`config.mk`:
```
export PLATFORM = sky130hd
export DESIGN_NAME = partition_fit_allocator_top
export DESIGN_NICKNAME = d
export VERILOG_FILES = /design/src/hdl/pfa_pkg.sv /design/src/hdl/pfa_ucode_rom.sv /design/src/hdl/pfa_sequencer.sv /design/src/hdl/pfa_datapath.sv /design/src/hdl/partition_fit_allocator_top.sv
export SDC_FILE = /design/constraint.sdc
export NUM_CORES = 2
export LEC_CHECK = 0
export ABC_AREA = 1
export BUFFER_PORTS_ARGS = -buffer_cell sky130_fd_sc_hd__buf_2
export CORE_UTILIZATION = 51
export CTS_CLUSTER_DIAMETER = 80
export DETAILED_ROUTE_END_ITERATION = 16
export PLACE_DENSITY = 0.68
export SLEW_MARGIN = 20
export SYNTH_ARGS = -nofsm -noshare
export SYNTH_HDL_FRONTEND = slang
export SYNTH_SLANG_ARGS = --single-unit
```
`constraint.sdc`:
```
create_clock -name clk -period 11.2 [get_ports clk]
set_clock_uncertainty 0.05 [all_clocks]
set_input_delay 0.56 -clock clk [delete_from_list [all_inputs] [get_ports clk]]
set_output_delay 0.56 -clock clk [all_outputs]
set_load 0.02 [all_outputs]
```
`src/hdl/pfa_pkg.sv`:
```
// ----------------------------------------------------------------------------
// pfa_pkg
// Types, codes and sizes shared by the region allocator modules.
// ----------------------------------------------------------------------------
`default_nettype none

package pfa_pkg;

    // Table geometry.
    localparam int SLOT_COUNT = 4;
    localparam int TAG_BITS   = 16;
    localparam int SLOT_BITS  = $clog2(SLOT_COUNT);
    localparam int TAG_W      = (TAG_BITS < 16) ? TAG_BITS : 16;
    localparam logic [SLOT_BITS-1:0] SLOT_LAST = SLOT_BITS'(SLOT_COUNT - 1);

    // Request kinds.
    localparam logic [1:0] ACT_CREATE = 2'd0;
    localparam logic [1:0] ACT_DELETE = 2'd1;
    localparam logic [1:0] ACT_RESIZE = 2'd2;

    // Region kinds.
    localparam logic [1:0] KIND_EXTENDED = 2'd1;

    // Placement policies.
    localparam logic [1:0] FIT_BEST  = 2'd1;
    localparam logic [1:0] FIT_WORST = 2'd2;

    // Result status codes.
    localparam logic [2:0] ST_OK         = 3'd0;
    localparam logic [2:0] ST_EXT_EXISTS = 3'd1;
    localparam logic [2:0] ST_FULL       = 3'd2;
    localparam logic [2:0] ST_NO_SPACE   = 3'd3;
    localparam logic [2:0] ST_NOT_FOUND  = 3'd4;
    localparam logic [2:0] ST_RANGE      = 3'd5;

    // Configuration register indexes.
    localparam logic [1:0] CFG_DISK_SIZE   = 2'd0;
    localparam logic [1:0] CFG_FIT_MODE    = 2'd1;
    localparam logic [1:0] CFG_HEADER_SIZE = 2'd2;
    localparam logic [15:0] HEADER_RESET   = 16'd152;

    // Microcode field widths.
    localparam int OP_W   = 4;
    localparam int COND_W = 4;
    localparam int PC_W   = 5;

    // Datapath operations.
    localparam logic [OP_W-1:0] OP_NOP       = 4'd0;
    localparam logic [OP_W-1:0] OP_LOAD      = 4'd1;
    localparam logic [OP_W-1:0] OP_CR_INIT   = 4'd2;
    localparam logic [OP_W-1:0] OP_SCAN_CLR  = 4'd3;
    localparam logic [OP_W-1:0] OP_SCAN_STEP = 4'd4;
    localparam logic [OP_W-1:0] OP_GAP_FIT   = 4'd5;
    localparam logic [OP_W-1:0] OP_ADVANCE   = 4'd6;
    localparam logic [OP_W-1:0] OP_CR_COMMIT = 4'd7;
    localparam logic [OP_W-1:0] OP_DEL_STEP  = 4'd8;
    localparam logic [OP_W-1:0] OP_DEL_FIN   = 4'd9;
    localparam logic [OP_W-1:0] OP_RS_INIT   = 4'd10;
    localparam logic [OP_W-1:0] OP_RS_CALC   = 4'd11;
    localparam logic [OP_W-1:0] OP_RS_CHECK  = 4'd12;
    localparam logic [OP_W-1:0] OP_SET_NF    = 4'd13;
    localparam logic [OP_W-1:0] OP_EMIT      = 4'd14;

    // Jump conditions.
    localparam logic [COND_W-1:0] C_NEXT       = 4'd0;
    localparam logic [COND_W-1:0] C_ALWAYS     = 4'd1;
    localparam logic [COND_W-1:0] C_NO_START   = 4'd2;
    localparam logic [COND_W-1:0] C_IS_DELETE  = 4'd3;
    localparam logic [COND_W-1:0] C_IS_RESIZE  = 4'd4;
    localparam logic [COND_W-1:0] C_NOT_CREATE = 4'd5;
    localparam logic [COND_W-1:0] C_CR_ERR     = 4'd6;
    localparam logic [COND_W-1:0] C_SCAN_MORE  = 4'd7;
    localparam logic [COND_W-1:0] C_FIRST_HIT  = 4'd8;
    localparam logic [COND_W-1:0] C_CAND_SOME  = 4'd9;
    localparam logic [COND_W-1:0] C_CAND_NONE  = 4'd10;
    localparam logic [COND_W-1:0] C_TAG_MISS   = 4'd11;

    // Idle step of the program.
    localparam logic [PC_W-1:0] PC_IDLE = 5'd0;

    // One control word.
    typedef struct packed {
        logic [OP_W-1:0]   op;
        logic [COND_W-1:0] cond;
        logic [PC_W-1:0]   target;
    } ucode_t;

    // Datapath conditions seen by the sequencer.
    typedef struct packed {
        logic is_create;
        logic is_delete;
        logic is_resize;
        logic cr_err;
        logic scan_more;
        logic first_hit;
        logic cand_some;
        logic tag_miss;
    } flags_t;

    // Result beat contents.
    typedef struct packed {
        logic [2:0]           status;
        logic [SLOT_BITS-1:0] slot;
        logic [31:0]          start;
        logic [31:0]          size;
    } res_t;

endpackage

`default_nettype wire

```
`src/hdl/pfa_ucode_rom.sv`:
```
// ----------------------------------------------------------------------------
// pfa_ucode_rom
// Read-only control store holding the allocator program.
// ----------------------------------------------------------------------------
`default_nettype none

module pfa_ucode_rom
    import pfa_pkg::*;
(
    input  logic [PC_W-1:0] pc,
    output ucode_t          word
);

    // Program labels.
    localparam logic [PC_W-1:0] L_WAIT     = 5'd0;
    localparam logic [PC_W-1:0] L_CR_SCAN  = 5'd5;
    localparam logic [PC_W-1:0] L_CR_LOOP  = 5'd6;
    localparam logic [PC_W-1:0] L_CR_DONE  = 5'd9;
    localparam logic [PC_W-1:0] L_DEL      = 5'd10;
    localparam logic [PC_W-1:0] L_DEL_LOOP = 5'd11;
    localparam logic [PC_W-1:0] L_RSZ      = 5'd13;
    localparam logic [PC_W-1:0] L_RS_SCAN  = 5'd14;
    localparam logic [PC_W-1:0] L_RS_LOOP  = 5'd15;
    localparam logic [PC_W-1:0] L_RS_NLOOP = 5'd19;
    localparam logic [PC_W-1:0] L_NF       = 5'd22;
    localparam logic [PC_W-1:0] L_EMIT     = 5'd23;

    // The program: create walks the gaps in start order, delete scans for
    // the highest matching slot, resize finds the target and its successor.
    always_comb
    begin
        case (pc)
            5'd0:    word = '{OP_LOAD,      C_NO_START,   L_WAIT};
            5'd1:    word = '{OP_NOP,       C_IS_DELETE,  L_DEL};
            5'd2:    word = '{OP_NOP,       C_IS_RESIZE,  L_RSZ};
            5'd3:    word = '{OP_NOP,       C_NOT_CREATE, L_NF};
            5'd4:    word = '{OP_CR_INIT,   C_CR_ERR,     L_EMIT};
            5'd5:    word = '{OP_SCAN_CLR,  C_NEXT,       L_WAIT};
            5'd6:    word = '{OP_SCAN_STEP, C_SCAN_MORE,  L_CR_LOOP};
            5'd7:    word = '{OP_GAP_FIT,   C_FIRST_HIT,  L_CR_DONE};
            5'd8:    word = '{OP_ADVANCE,   C_CAND_SOME,  L_CR_SCAN};
            5'd9:    word = '{OP_CR_COMMIT, C_ALWAYS,     L_EMIT};
            5'd10:   word = '{OP_SCAN_CLR,  C_NEXT,       L_WAIT};
            5'd11:   word = '{OP_DEL_STEP,  C_SCAN_MORE,  L_DEL_LOOP};
            5'd12:   word = '{OP_DEL_FIN,   C_ALWAYS,     L_EMIT};
            5'd13:   word = '{OP_RS_INIT,   C_NEXT,       L_WAIT};
            5'd14:   word = '{OP_SCAN_CLR,  C_NEXT,       L_WAIT};
            5'd15:   word = '{OP_SCAN_STEP, C_SCAN_MORE,  L_RS_LOOP};
            5'd16:   word = '{OP_NOP,       C_CAND_NONE,  L_NF};
            5'd17:   word = '{OP_ADVANCE,   C_TAG_MISS,   L_RS_SCAN};
            5'd18:   word = '{OP_SCAN_CLR,  C_NEXT,       L_WAIT};
            5'd19:   word = '{OP_SCAN_STEP, C_SCAN_MORE,  L_RS_NLOOP};
            5'd20:   word = '{OP_RS_CALC,   C_NEXT,       L_WAIT};
            5'd21:   word = '{OP_RS_CHECK,  C_ALWAYS,     L_EMIT};
            5'd22:   word = '{OP_SET_NF,    C_ALWAYS,     L_EMIT};
            5'd23:   word = '{OP_EMIT,      C_ALWAYS,     L_WAIT};
            default: word = '{OP_NOP,       C_ALWAYS,     L_WAIT};
        endcase
    end

endmodule

`default_nettype wire

```
`src/hdl/pfa_sequencer.sv`:
```
// ----------------------------------------------------------------------------
// pfa_sequencer
// Step counter with conditional jumps that walks the control store.
// ----------------------------------------------------------------------------
`default_nettype none

module pfa_sequencer
    import pfa_pkg::*;
(
    input  logic            clk,
    input  logic            rst_n,
    input  logic            start,
    input  flags_t          flags,
    output logic [OP_W-1:0] op,
    output logic            busy
);

    logic [PC_W-1:0] pc_reg;
    logic [PC_W-1:0] pc_next;
    ucode_t          word;
    logic            jump;

    pfa_ucode_rom u_rom (
        .pc   (pc_reg),
        .word (word)
    );

    // Select the jump condition named by the current control word.
    always_comb
    begin
        case (word.cond)
            C_NEXT:       jump = 1'b0;
            C_ALWAYS:     jump = 1'b1;
            C_NO_START:   jump = !start;
            C_IS_DELETE:  jump = flags.is_delete;
            C_IS_RESIZE:  jump = flags.is_resize;
            C_NOT_CREATE: jump = !flags.is_create;
            C_CR_ERR:     jump = flags.cr_err;
            C_SCAN_MORE:  jump = flags.scan_more;
            C_FIRST_HIT:  jump = flags.first_hit;
            C_CAND_SOME:  jump = flags.cand_some;
            C_CAND_NONE:  jump = !flags.cand_some;
            C_TAG_MISS:   jump = flags.tag_miss;
            default:      jump = 1'b0;
        endcase
        pc_next = jump ? word.target : pc_reg + 1'b1;
    end

    // Step counter.
    always_ff @(posedge clk or negedge rst_n)
    begin
        if (!rst_n)
        begin
            pc_reg <= PC_IDLE;
        end
        else
        begin
            pc_reg <= pc_next;
        end
    end

    assign op   = word.op;
    assign busy = (pc_reg != PC_IDLE);

endmodule

`default_nettype wire

```
`src/hdl/pfa_datapath.sv`:
```
// ----------------------------------------------------------------------------
// pfa_datapath
// Slot table, scan registers, gap arithmetic and result registers.
// ----------------------------------------------------------------------------
`default_nettype none

module pfa_datapath
    import pfa_pkg::*;
(
    input  logic            clk,
    input  logic            rst_n,
    input  logic [OP_W-1:0] op,
    input  logic [1:0]      action,
    input  logic [15:0]     name_tag,
    input  logic [1:0]      region_type,
    input  logic [31:0]     amount,
    input  logic [31:0]     disk_size,
    input  logic [1:0]      fit_mode,
    input  logic [15:0]     header_size,
    output flags_t          flags,
    output res_t            res,
    output logic            done
);

    // Slot table.
    logic                 slot_valid_reg [SLOT_COUNT];
    logic [31:0]          slot_start_reg [SLOT_COUNT];
    logic [31:0]          slot_length_reg [SLOT_COUNT];
    logic [1:0]           slot_kind_reg [SLOT_COUNT];
    logic [TAG_W-1:0]     slot_tag_reg [SLOT_COUNT];

    // Request registers.
    logic [1:0]           act_reg, act_next;
    logic [TAG_W-1:0]     tag_reg, tag_next;
    logic [1:0]           kind_reg, kind_next;
    logic [31:0]          amt_reg, amt_next;

    // Scan state.
    logic [SLOT_BITS-1:0] idx_reg, idx_next;
    logic                 cand_valid_reg, cand_valid_next;
    logic [SLOT_BITS-1:0] cand_idx_reg, cand_idx_next;
    logic [31:0]          cand_start_reg, cand_start_next;
    logic [31:0]          cand_len_reg, cand_len_next;
    logic [TAG_W-1:0]     cand_tag_reg, cand_tag_next;
    logic                 prev_valid_reg, prev_valid_next;
    logic [SLOT_BITS-1:0] prev_idx_reg, prev_idx_next;
    logic [31:0]          prev_start_reg, prev_start_next;
    logic [31:0]          prev_len_reg, prev_len_next;

    // Gap walk and resize state.
    logic [32:0]          cursor_reg, cursor_next;
    logic                 found_reg, found_next;
    logic [31:0]          best_start_reg, best_start_next;
    logic [31:0]          best_len_reg, best_len_next;
    logic [SLOT_BITS-1:0] free_idx_reg, free_idx_next;
    logic [33:0]          news_reg, news_next;
    logic [31:0]          bound_reg, bound_next;

    // Result registers.
    res_t                 res_reg, res_next;
    logic                 done_reg, done_next;

    // Combinational terms.
    logic                 rd_valid;
    logic [31:0]          rd_start;
    logic [31:0]          rd_len;
    logic [TAG_W-1:0]     rd_tag;
    logic                 after_prev;
    logic                 beats_cand;
    logic                 scan_take;
    logic                 del_take;
    logic                 ext_any;
    logic                 free_any;
    logic [SLOT_BITS-1:0] free_idx;
    logic [2:0]           cr_code;
    logic [31:0]          gap_bound;
    logic [33:0]          gap_sum;
    logic                 gap_fit;
    logic [31:0]          gap_len;
    logic                 gap_take;
    logic                 mode_best;
    logic                 mode_worst;
    logic [32:0]          end_sum;
    logic [33:0]          news_calc;
    logic [32:0]          rs_end;
    logic                 rs_ok;
    logic                 commit_wr;
    logic                 resize_wr;
    logic                 delete_wr;

    // Single read port of the table at the scan index.
    assign rd_valid = slot_valid_reg[idx_reg];
    assign rd_start = slot_start_reg[idx_reg];
    assign rd_len   = slot_length_reg[idx_reg];
    assign rd_tag   = slot_tag_reg[idx_reg];

    // Next slot in (start, index) order after the previous one; scanning in
    // index order keeps the lowest index among equal starts.
    assign after_prev = !prev_valid_reg || (rd_start > prev_start_reg)
                        || ((rd_start == prev_start_reg) && (idx_reg > prev_idx_reg));
    assign beats_cand = !cand_valid_reg || (rd_start < cand_start_reg);
    assign scan_take  = rd_valid && after_prev && beats_cand;
    assign del_take   = rd_valid && (rd_tag == tag_reg);

    // Occupancy summary from the valid bits and kinds.
    always_comb
    begin
        ext_any  = 1'b0;
        free_any = 1'b0;
        free_idx = '0;
        for (int i = SLOT_COUNT - 1; i >= 0; i--)
        begin
            if (!slot_valid_reg[i])
            begin
                free_any = 1'b1;
                free_idx = SLOT_BITS'(i);
            end
        end
        for (int i = 0; i < SLOT_COUNT; i++)
        begin
            if (slot_valid_reg[i] && (slot_kind_reg[i] == KIND_EXTENDED))
            begin
                ext_any = 1'b1;
            end
        end
    end

    // Create pre-checks in priority order.
    always_comb
    begin
        if ((kind_reg == KIND_EXTENDED) && ext_any)
        begin
            cr_code = ST_EXT_EXISTS;
        end
        else if (!free_any)
        begin
            cr_code = ST_FULL;
        end
        else if ((amt_reg == 32'd0) || amt_reg[31])
        begin
            cr_code = ST_NO_SPACE;
        end
        else
        begin
            cr_code = ST_OK;
        end
    end

    // Gap test against the next region, or the disk end for the last gap.
    assign gap_bound  = cand_valid_reg ? cand_start_reg : disk_size;
    assign gap_sum    = 34'(cursor_reg) + 34'(amt_reg);
    assign gap_fit    = (gap_sum <= 34'(gap_bound));
    assign gap_len    = gap_bound - cursor_reg[31:0];
    assign mode_best  = (fit_mode == FIT_BEST);
    assign mode_worst = (fit_mode == FIT_WORST);
    always_comb
    begin
        if (mode_best)
        begin
            gap_take = !found_reg || (gap_len < best_len_reg);
        end
        else if (mode_worst)
        begin
            gap_take = !found_reg || (gap_len > best_len_reg);
        end
        else
        begin
            gap_take = !found_reg;
        end
    end
    assign end_sum = 33'(cand_start_reg) + 33'(cand_len_reg);

    // Resize arithmetic: new size is signed, 34 bits covers every case.
    assign news_calc = 34'(prev_len_reg) + {{2{amt_reg[31]}}, amt_reg};
    assign rs_end    = 33'(prev_start_reg) + 33'(news_reg[31:0]);
    assign rs_ok     = !news_reg[33] && !news_reg[32] && (news_reg[31:0] >= 32'd2)
                       && (rs_end <= 33'(bound_reg));

    assign commit_wr = (op == OP_CR_COMMIT) && found_reg;
    assign resize_wr = (op == OP_RS_CHECK) && rs_ok;
    assign delete_wr = (op == OP_DEL_FIN) && cand_valid_reg;

    // Register update per operation.
    always_comb
    begin
        act_next        = act_reg;
        tag_next        = tag_reg;
        kind_next       = kind_reg;
        amt_next        = amt_reg;
        idx_next        = idx_reg;
        cand_valid_next = cand_valid_reg;
        cand_idx_next   = cand_idx_reg;
        cand_start_next = cand_start_reg;
        cand_len_next   = cand_len_reg;
        cand_tag_next   = cand_tag_reg;
        prev_valid_next = prev_valid_reg;
        prev_idx_next   = prev_idx_reg;
        prev_start_next = prev_start_reg;
        prev_len_next   = prev_len_reg;
        cursor_next     = cursor_reg;
        found_next      = found_reg;
        best_start_next = best_start_reg;
        best_len_next   = best_len_reg;
        free_idx_next   = free_idx_reg;
        news_next       = news_reg;
        bound_next      = bound_reg;
        res_next        = res_reg;
        done_next       = 1'b0;
        case (op)
            OP_LOAD:
            begin
                act_next  = action;
                tag_next  = name_tag[TAG_W-1:0];
                kind_next = region_type;
                amt_next  = amount;
                res_next  = '0;
            end
            OP_CR_INIT:
            begin
                res_next.status = cr_code;
                cursor_next     = 33'(header_size);
                found_next      = 1'b0;
                prev_valid_next = 1'b0;
                free_idx_next   = free_idx;
            end
            OP_SCAN_CLR:
            begin
                idx_next        = '0;
                cand_valid_next = 1'b0;
            end
            OP_SCAN_STEP:
            begin
                idx_next = idx_reg + 1'b1;
                if (scan_take)
                begin
                    cand_valid_next = 1'b1;
                    cand_idx_next   = idx_reg;
                    cand_start_next = rd_start;
                    cand_len_next   = rd_len;
                    cand_tag_next   = rd_tag;
                end
            end
            OP_GAP_FIT:
            begin
                if (gap_fit && gap_take)
                begin
                    found_next      = 1'b1;
                    best_start_next = cursor_reg[31:0];
                    best_len_next   = gap_len;
                end
            end
            OP_ADVANCE:
            begin
                prev_valid_next = 1'b1;
                prev_idx_next   = cand_idx_reg;
                prev_start_next = cand_start_reg;
                prev_len_next   = cand_len_reg;
                if (cand_valid_reg && (end_sum > cursor_reg))
                begin
                    cursor_next = end_sum;
                end
            end
            OP_CR_COMMIT:
            begin
                if (found_reg)
                begin
                    res_next.status = ST_OK;
                    res_next.slot   = free_idx_reg;
                    res_next.start  = best_start_reg;
                    res_next.size   = amt_reg;
                end
                else
                begin
                    res_next.status = ST_NO_SPACE;
                end
            end
            OP_DEL_STEP:
            begin
                idx_next = idx_reg + 1'b1;
                if (del_take)
                begin
                    cand_valid_next = 1'b1;
                    cand_idx_next   = idx_reg;
                    cand_start_next = rd_start;
                    cand_len_next   = rd_len;
                end
            end
            OP_DEL_FIN:
            begin
                if (cand_valid_reg)
                begin
                    res_next.status = ST_OK;
                    res_next.slot   = cand_idx_reg;
                    res_next.start  = cand_start_reg;
                    res_next.size   = cand_len_reg;
                end
                else
                begin
                    res_next.status = ST_NOT_FOUND;
                end
            end
            OP_RS_INIT:
            begin
                prev_valid_next = 1'b0;
            end
            OP_RS_CALC:
            begin
                news_next  = news_calc;
                bound_next = gap_bound;
            end
            OP_RS_CHECK:
            begin
                if (rs_ok)
                begin
                    res_next.status = ST_OK;
                    res_next.slot   = prev_idx_reg;
                    res_next.start  = prev_start_reg;
                    res_next.size   = news_reg[31:0];
                end
                else
                begin
                    res_next.status = ST_RANGE;
                end
            end
            OP_SET_NF:
            begin
                res_next.status = ST_NOT_FOUND;
            end
            OP_EMIT:
            begin
                done_next = 1'b1;
            end
            default:
            begin
                done_next = 1'b0;
            end
        endcase
    end

    // Control registers.
    always_ff @(posedge clk or negedge rst_n)
    begin
        if (!rst_n)
        begin
            done_reg <= 1'b0;
            for (int i = 0; i < SLOT_COUNT; i++)
            begin
                slot_valid_reg[i] <= 1'b0;
            end
        end
        else
        begin
            done_reg <= done_next;
            if (commit_wr)
            begin
                slot_valid_reg[free_idx_reg] <= 1'b1;
            end
            if (delete_wr)
            begin
                slot_valid_reg[cand_idx_reg] <= 1'b0;
            end
        end
    end

    // Payload registers and table contents.
    always_ff @(posedge clk)
    begin
        act_reg        <= act_next;
        tag_reg        <= tag_next;
        kind_reg       <= kind_next;
        amt_reg        <= amt_next;
        idx_reg        <= idx_next;
        cand_valid_reg <= cand_valid_next;
        cand_idx_reg   <= cand_idx_next;
        cand_start_reg <= cand_start_next;
        cand_len_reg   <= cand_len_next;
        cand_tag_reg   <= cand_tag_next;
        prev_valid_reg <= prev_valid_next;
        prev_idx_reg   <= prev_idx_next;
        prev_start_reg <= prev_start_next;
        prev_len_reg   <= prev_len_next;
        cursor_reg     <= cursor_next;
        found_reg      <= found_next;
        best_start_reg <= best_start_next;
        best_len_reg   <= best_len_next;
        free_idx_reg   <= free_idx_next;
        news_reg       <= news_next;
        bound_reg      <= bound_next;
        res_reg        <= res_next;
        if (commit_wr)
        begin
            slot_start_reg[free_idx_reg]  <= best_start_reg;
            slot_length_reg[free_idx_reg] <= amt_reg;
            slot_kind_reg[free_idx_reg]   <= kind_reg;
            slot_tag_reg[free_idx_reg]    <= tag_reg;
        end
        if (resize_wr)
        begin
            slot_length_reg[prev_idx_reg] <= news_reg[31:0];
        end
    end

    // Conditions for the sequencer.
    assign flags.is_create = (act_reg == ACT_CREATE);
    assign flags.is_delete = (act_reg == ACT_DELETE);
    assign flags.is_resize = (act_reg == ACT_RESIZE);
    assign flags.cr_err    = (cr_code != ST_OK);
    assign flags.scan_more = (idx_reg != SLOT_LAST);
    assign flags.first_hit = gap_fit && !mode_best && !mode_worst;
    assign flags.cand_some = cand_valid_reg;
    assign flags.tag_miss  = (cand_tag_reg != tag_reg);

    assign res  = res_reg;
    assign done = done_reg;

endmodule

`default_nettype wire

```
`src/hdl/partition_fit_allocator_top.sv`:
```
// ----------------------------------------------------------------------------
// partition_fit_allocator_top
// Four-slot contiguous region allocator with first, best and worst fit.
// ----------------------------------------------------------------------------
// A request is taken when start is high and busy is low; its single result
// appears on status, slot, region_start and region_size for exactly one
// cycle while done is high, and cannot be held off, so the receiver must
// take it then. A create that walks the gaps needs a free slot, so at most
// three regions are occupied while it does. In a resize, each step through
// the regions in start order rescans the table one slot per cycle through
// the datapath's single table read port.
// Errors return their status with slot, start and size at zero. Write the
// configuration registers only while busy is low and no result is due.
// ----------------------------------------------------------------------------
`default_nettype none

module partition_fit_allocator_top
    import pfa_pkg::*;
(
    input  logic        clk,
    input  logic        rst_n,
    input  logic        start,
    output logic        busy,
    input  logic [1:0]  action,
    input  logic [15:0] name_tag,
    input  logic [1:0]  region_type,
    input  logic [31:0] amount,
    output logic        done,
    output logic [2:0]  status,
    output logic [1:0]  slot,
    output logic [31:0] region_start,
    output logic [31:0] region_size,
    input  logic        cfg_we,
    input  logic [1:0]  cfg_index,
    input  logic [31:0] cfg_data
);

    logic [31:0]     disk_size_reg;
    logic [1:0]      fit_mode_reg;
    logic [15:0]     header_size_reg;
    logic [OP_W-1:0] op;
    flags_t          flags;
    res_t            res;

    // Configuration registers.
    always_ff @(posedge clk or negedge rst_n)
    begin
        if (!rst_n)
        begin
            disk_size_reg   <= 32'd0;
            fit_mode_reg    <= 2'd0;
            header_size_reg <= HEADER_RESET;
        end
        else if (cfg_we)
        begin
            case (cfg_index)
                CFG_DISK_SIZE:   disk_size_reg   <= cfg_data;
                CFG_FIT_MODE:    fit_mode_reg    <= cfg_data[1:0];
                CFG_HEADER_SIZE: header_size_reg <= cfg_data[15:0];
                default:         disk_size_reg   <= disk_size_reg;
            endcase
        end
    end

    pfa_sequencer u_seq (
        .clk   (clk),
        .rst_n (rst_n),
        .start (start),
        .flags (flags),
        .op    (op),
        .busy  (busy)
    );

    pfa_datapath u_dp (
        .clk         (clk),
        .rst_n       (rst_n),
        .op          (op),
        .action      (action),
        .name_tag    (name_tag),
        .region_type (region_type),
        .amount      (amount),
        .disk_size   (disk_size_reg),
        .fit_mode    (fit_mode_reg),
        .header_size (header_size_reg),
        .flags       (flags),
        .res         (res),
        .done        (done)
    );

    // Result beat.
    assign status       = res.status;
    assign slot         = 2'(res.slot);
    assign region_start = res.start;
    assign region_size  = res.size;

endmodule

`default_nettype wire

```
==> metrics.md <==
| Metric | Value |
|---|---|
| Fraction of layout instances using a drive strength above 1 | `between 8 and 9%` |
| Synth top area share | `about half` |
| # DRC | `0` |
| Vias in the first global route | `31700` |
| Synthesized Nets | `a little under 5000` |
| Global-route wire length before repair | `between 150000 and 200000 microns` |
| WL final | `between 100000 and 150000 microns` |
| Overflow after GRT | `0` |
| Post-synth EDFFs | `roughly 770` |
| WL per Instance | `about 23 microns` |
| Antenna diodes | `0` |
| # rows | `~110` |
| Max-cap violations | `0` |
| Nets | `about 5100` |
| Ports | `161` |
| Most used cell, CP | `nand2_1` |
| Layout fillers | `between 7000 and 8000` |
| Endpoints failing setup | `0` |
| Cts hold-fix bufs | `39` |
| Post-CTS Setup Bufs | `0` |
| ANT nets after route | `0` |
| Main flop type after synthesis | `edfxtp_1` |
| Minimum hold slack | `-0.0199 ns` |
| Worst setup startpoint | `u_dp.cand_valid_reg$_DFFE_PP_` |
| Root Buffer | `clkbuf_16` |
| P&R area growth vs syn | `12.7%` |
| Critical Path RT | `between 10 and 15 ns` |
| Final Max Slew Viols | `0` |
| YS warnings | `0` |
| FF-to-FF Start | `u_dp.cand_valid_reg$_DFFE_PP_` |
| 1st-iter DRT viols | `about 3800` |
| Antenna violations before repair | `2` |
| Post-cts resize count | `0` |
| Worst Setup Start Kind | `flip-flop` |
| DR pass1 iterations | `6` |
| DR vias | `33300` |
| Distinct cells, synth | `66` |
| Core Util, Final | `58.4%` |
| GP Congestion | `about 1` |
| Core box area | `roughly 0.086 sq mm` |
| Failing checks | `hold timing` |
| Worst slew margin relative to its limit | `a little under a quarter` |
| Yosys reg bits | `829` |
| Status | `complete, but fails checks` |
| Global-route usage over all layers | `between 20 and 30%` |
| Clk_lat worst skew | `around 0.68 ns` |
| Die area | `slightly below 0.09 sq mm` |
| CTS Buf Count | `90` |
| Setup crit end kind | `flip-flop` |
| DR vias/cell | `around 5.7` |
| Unrepaired setup endpoints after global routing | `false` |
| Final Hold Fails | `8` |
| Cell count after synthesis | `4374` |
| Die Wd | `297 microns` |
| Worst reg2reg path endpoint | `u_dp.best_len_reg[1]$_DFFE_PP_` |
| Flop-to-flop setup slack | `between 3 and 4 ns` |
| Max Clk Rate | `~140 MHz` |
| Clk sinks | `roughly 830` |
| Max Fanout on Critical Path | `65` |
| H-tree levels | `3` |
| Reg2Reg Depth | `30` |
| Setup TNS | `0 ns` |
| CTS clk-pin slew, worst paths | `approximately 0.060 ns` |
| Synthesized area per cell | `10.2 sq um` |
| Area leader, netlist | `edfxtp_1` |
| CP Class | `reg2reg` |
| Cell area after synthesis | `roughly 0.044 sq mm` |
| Die height | `between 200 and 300 microns` |
| Largest net degree at the start of global routing | `94` |
| Register area share after synthesis | `about 55%` |
| Slew @ Worst Pin | `between 1 and 1.5 ns` |
| Cells taking the most area after synthesis | `edfxtp_1 52%, ha_1 10%, nand2_1 7.2%, inv_1 4.3%, o21ai_0 4.1%` |
| Max Root-Sink Buffers | `3` |
| Min Tclk post-route | `about 7.4 ns` |
| Post-DP HPWL | `between 90000 and 100000 microns` |
| Crit-path slowest cell | `nor2_4` |
| Worst path max stage delay | `0.81 ns` |
| Async set-reset flop share out of synthesis | `7.24%` |
| Hold Path Class | `in2async` |
| CTS tree | `yes` |
| Port Buffers | `160` |
| Arrival time at the worst endpoint | `between 7 and 8 ns` |
| Initial Util | `51.8%` |
| Crit path to | `u_dp.best_len_reg[1]$_DFFE_PP_` |
| Fin crit share | `between 60% and 70%` |
## worst min path at each step
stage / from / end / slack, ns / depth (start not counted)
after floorplan: rst_n / disk_size_reg[0]$_DFFE_PN0P_ / 0.21 / 0
after global placement: u_dp.cand_start_reg[19]$_DFFE_PP_ / u_dp.prev_start_reg[19]$_DFFE_PN_ / 0.41 / 0
after detailed placement: u_dp.cand_start_reg[16]$_DFFE_PP_ / u_dp.prev_start_reg[16]$_DFFE_PN_ / 0.42 / 0
after CTS: amount[22] / u_dp.amt_reg[22]$_DFFE_PP_ / 0.001 / 1
after global routing: amount[22] / u_dp.amt_reg[22]$_DFFE_PP_ / 0.01 / 1
final: rst_n / u_seq.pc_reg[2]$_DFF_PN0_ / -0.02 / 2
## final cells by class
class	count	area, sq um	area share (%)
multi-input combinational	2927	17600	35.2
inverter	520	1960	3.92
tap	1144	1430	2.86
clock buffer	110	2430	4.86
sequential	829	24600	49.1
clock inverter	57	597	1.19
timing repair buffer	231	1480	2.95
## critical path: cells and delay by family (launching register included)
kind / cells / cell delay, ns
buf+inv: 6 / 1.63
fa+ha+maj: 3 / 0.91
compound gates: 6 / 1.19
flops: 1 / 0.32
simple gates: 14 / 2.59
xor+xnor: 1 / 0.20
## synthesized netlist by cell type, types with 4 or more instances
cell,instances
mux2_2,16
xor2_1,107
nand2_1,849
o22ai_1,66
xnor2_1,61
dfrtp_1,57
nor4_1,28
ha_1,362
nor3_1,36
nor2_2,5
inv_1,505
o21ai_1,5
and2_1,4
fa_1,5
o211ai_1,45
nand2_2,4
inv_2,11
o21a_1,11
or2_2,5
nor2_1,347
o21bai_1,17
edfxtp_1,767
clkbuf_1,68
nor2_4,4
a21o_1,23
a21boi_0,9
a31oi_1,20
buf_2,16
o2111ai_1,7
buf_4,4
o21ai_0,360
a21oi_1,291
nand4_1,34
buf_1,8
o221ai_1,38
nand3b_1,7
nand3_1,123
a211oi_1,7
## per-layer routing
layer  part of all wire [%]  routed length (microns)  GRT usage (%)
met1                     43                    56100           42.1
met2                     44                    57400           45.0
met3                     11                    14400           6.92
met4                    2.7                     3500           7.92
met5                  0.013                       17              0
## kinds of logic after synthesis
logic type	after synthesis	synth area share [%]
adders and majority gates	367	10.4
DFF	829	55.3
and+or+nand+nor	1459	13.5
muxes	16	0.405
AOI/OAI and AO/OA	917	11.8
buffers and inverters	618	5.34
xor gates and xnor gates	168	3.31
## cells in the final DEF, fill, tap and decap left out, types with 57 or more instances in the layout
cell type / count
edfxtp_1: 767
nor2_1: 339
clkbuf_16: 95
ha_1: 362
inv_1: 504
o22ai_1: 66
o21ai_0: 360
nand2_1: 849
xor2_1: 107
a21oi_1: 290
dfrtp_1: 57
xnor2_1: 61
nand3_1: 121
buf_2: 160
## metrics by stage
stage | hold slack, ns | instances | setup WS (ns) | instance area [sq um]
floorplan | 0.214 | 4374 | 2.87 | 44500
global placement | 0.409 | 5609 | 4.03 | 46600
detailed placement | 0.421 | 5612 | 3.78 | 46700
CTS | 0.00105 | 5818 | 3.78 | 50100
global route | 0.00987 | 5818 | 3.07 | 50100
finish | -0.0199 | 5818 | 3.85 | 50100
Power is not shown: default switching activity piles up to over one toggle a cycle in this logic, so the estimate is an artifact.
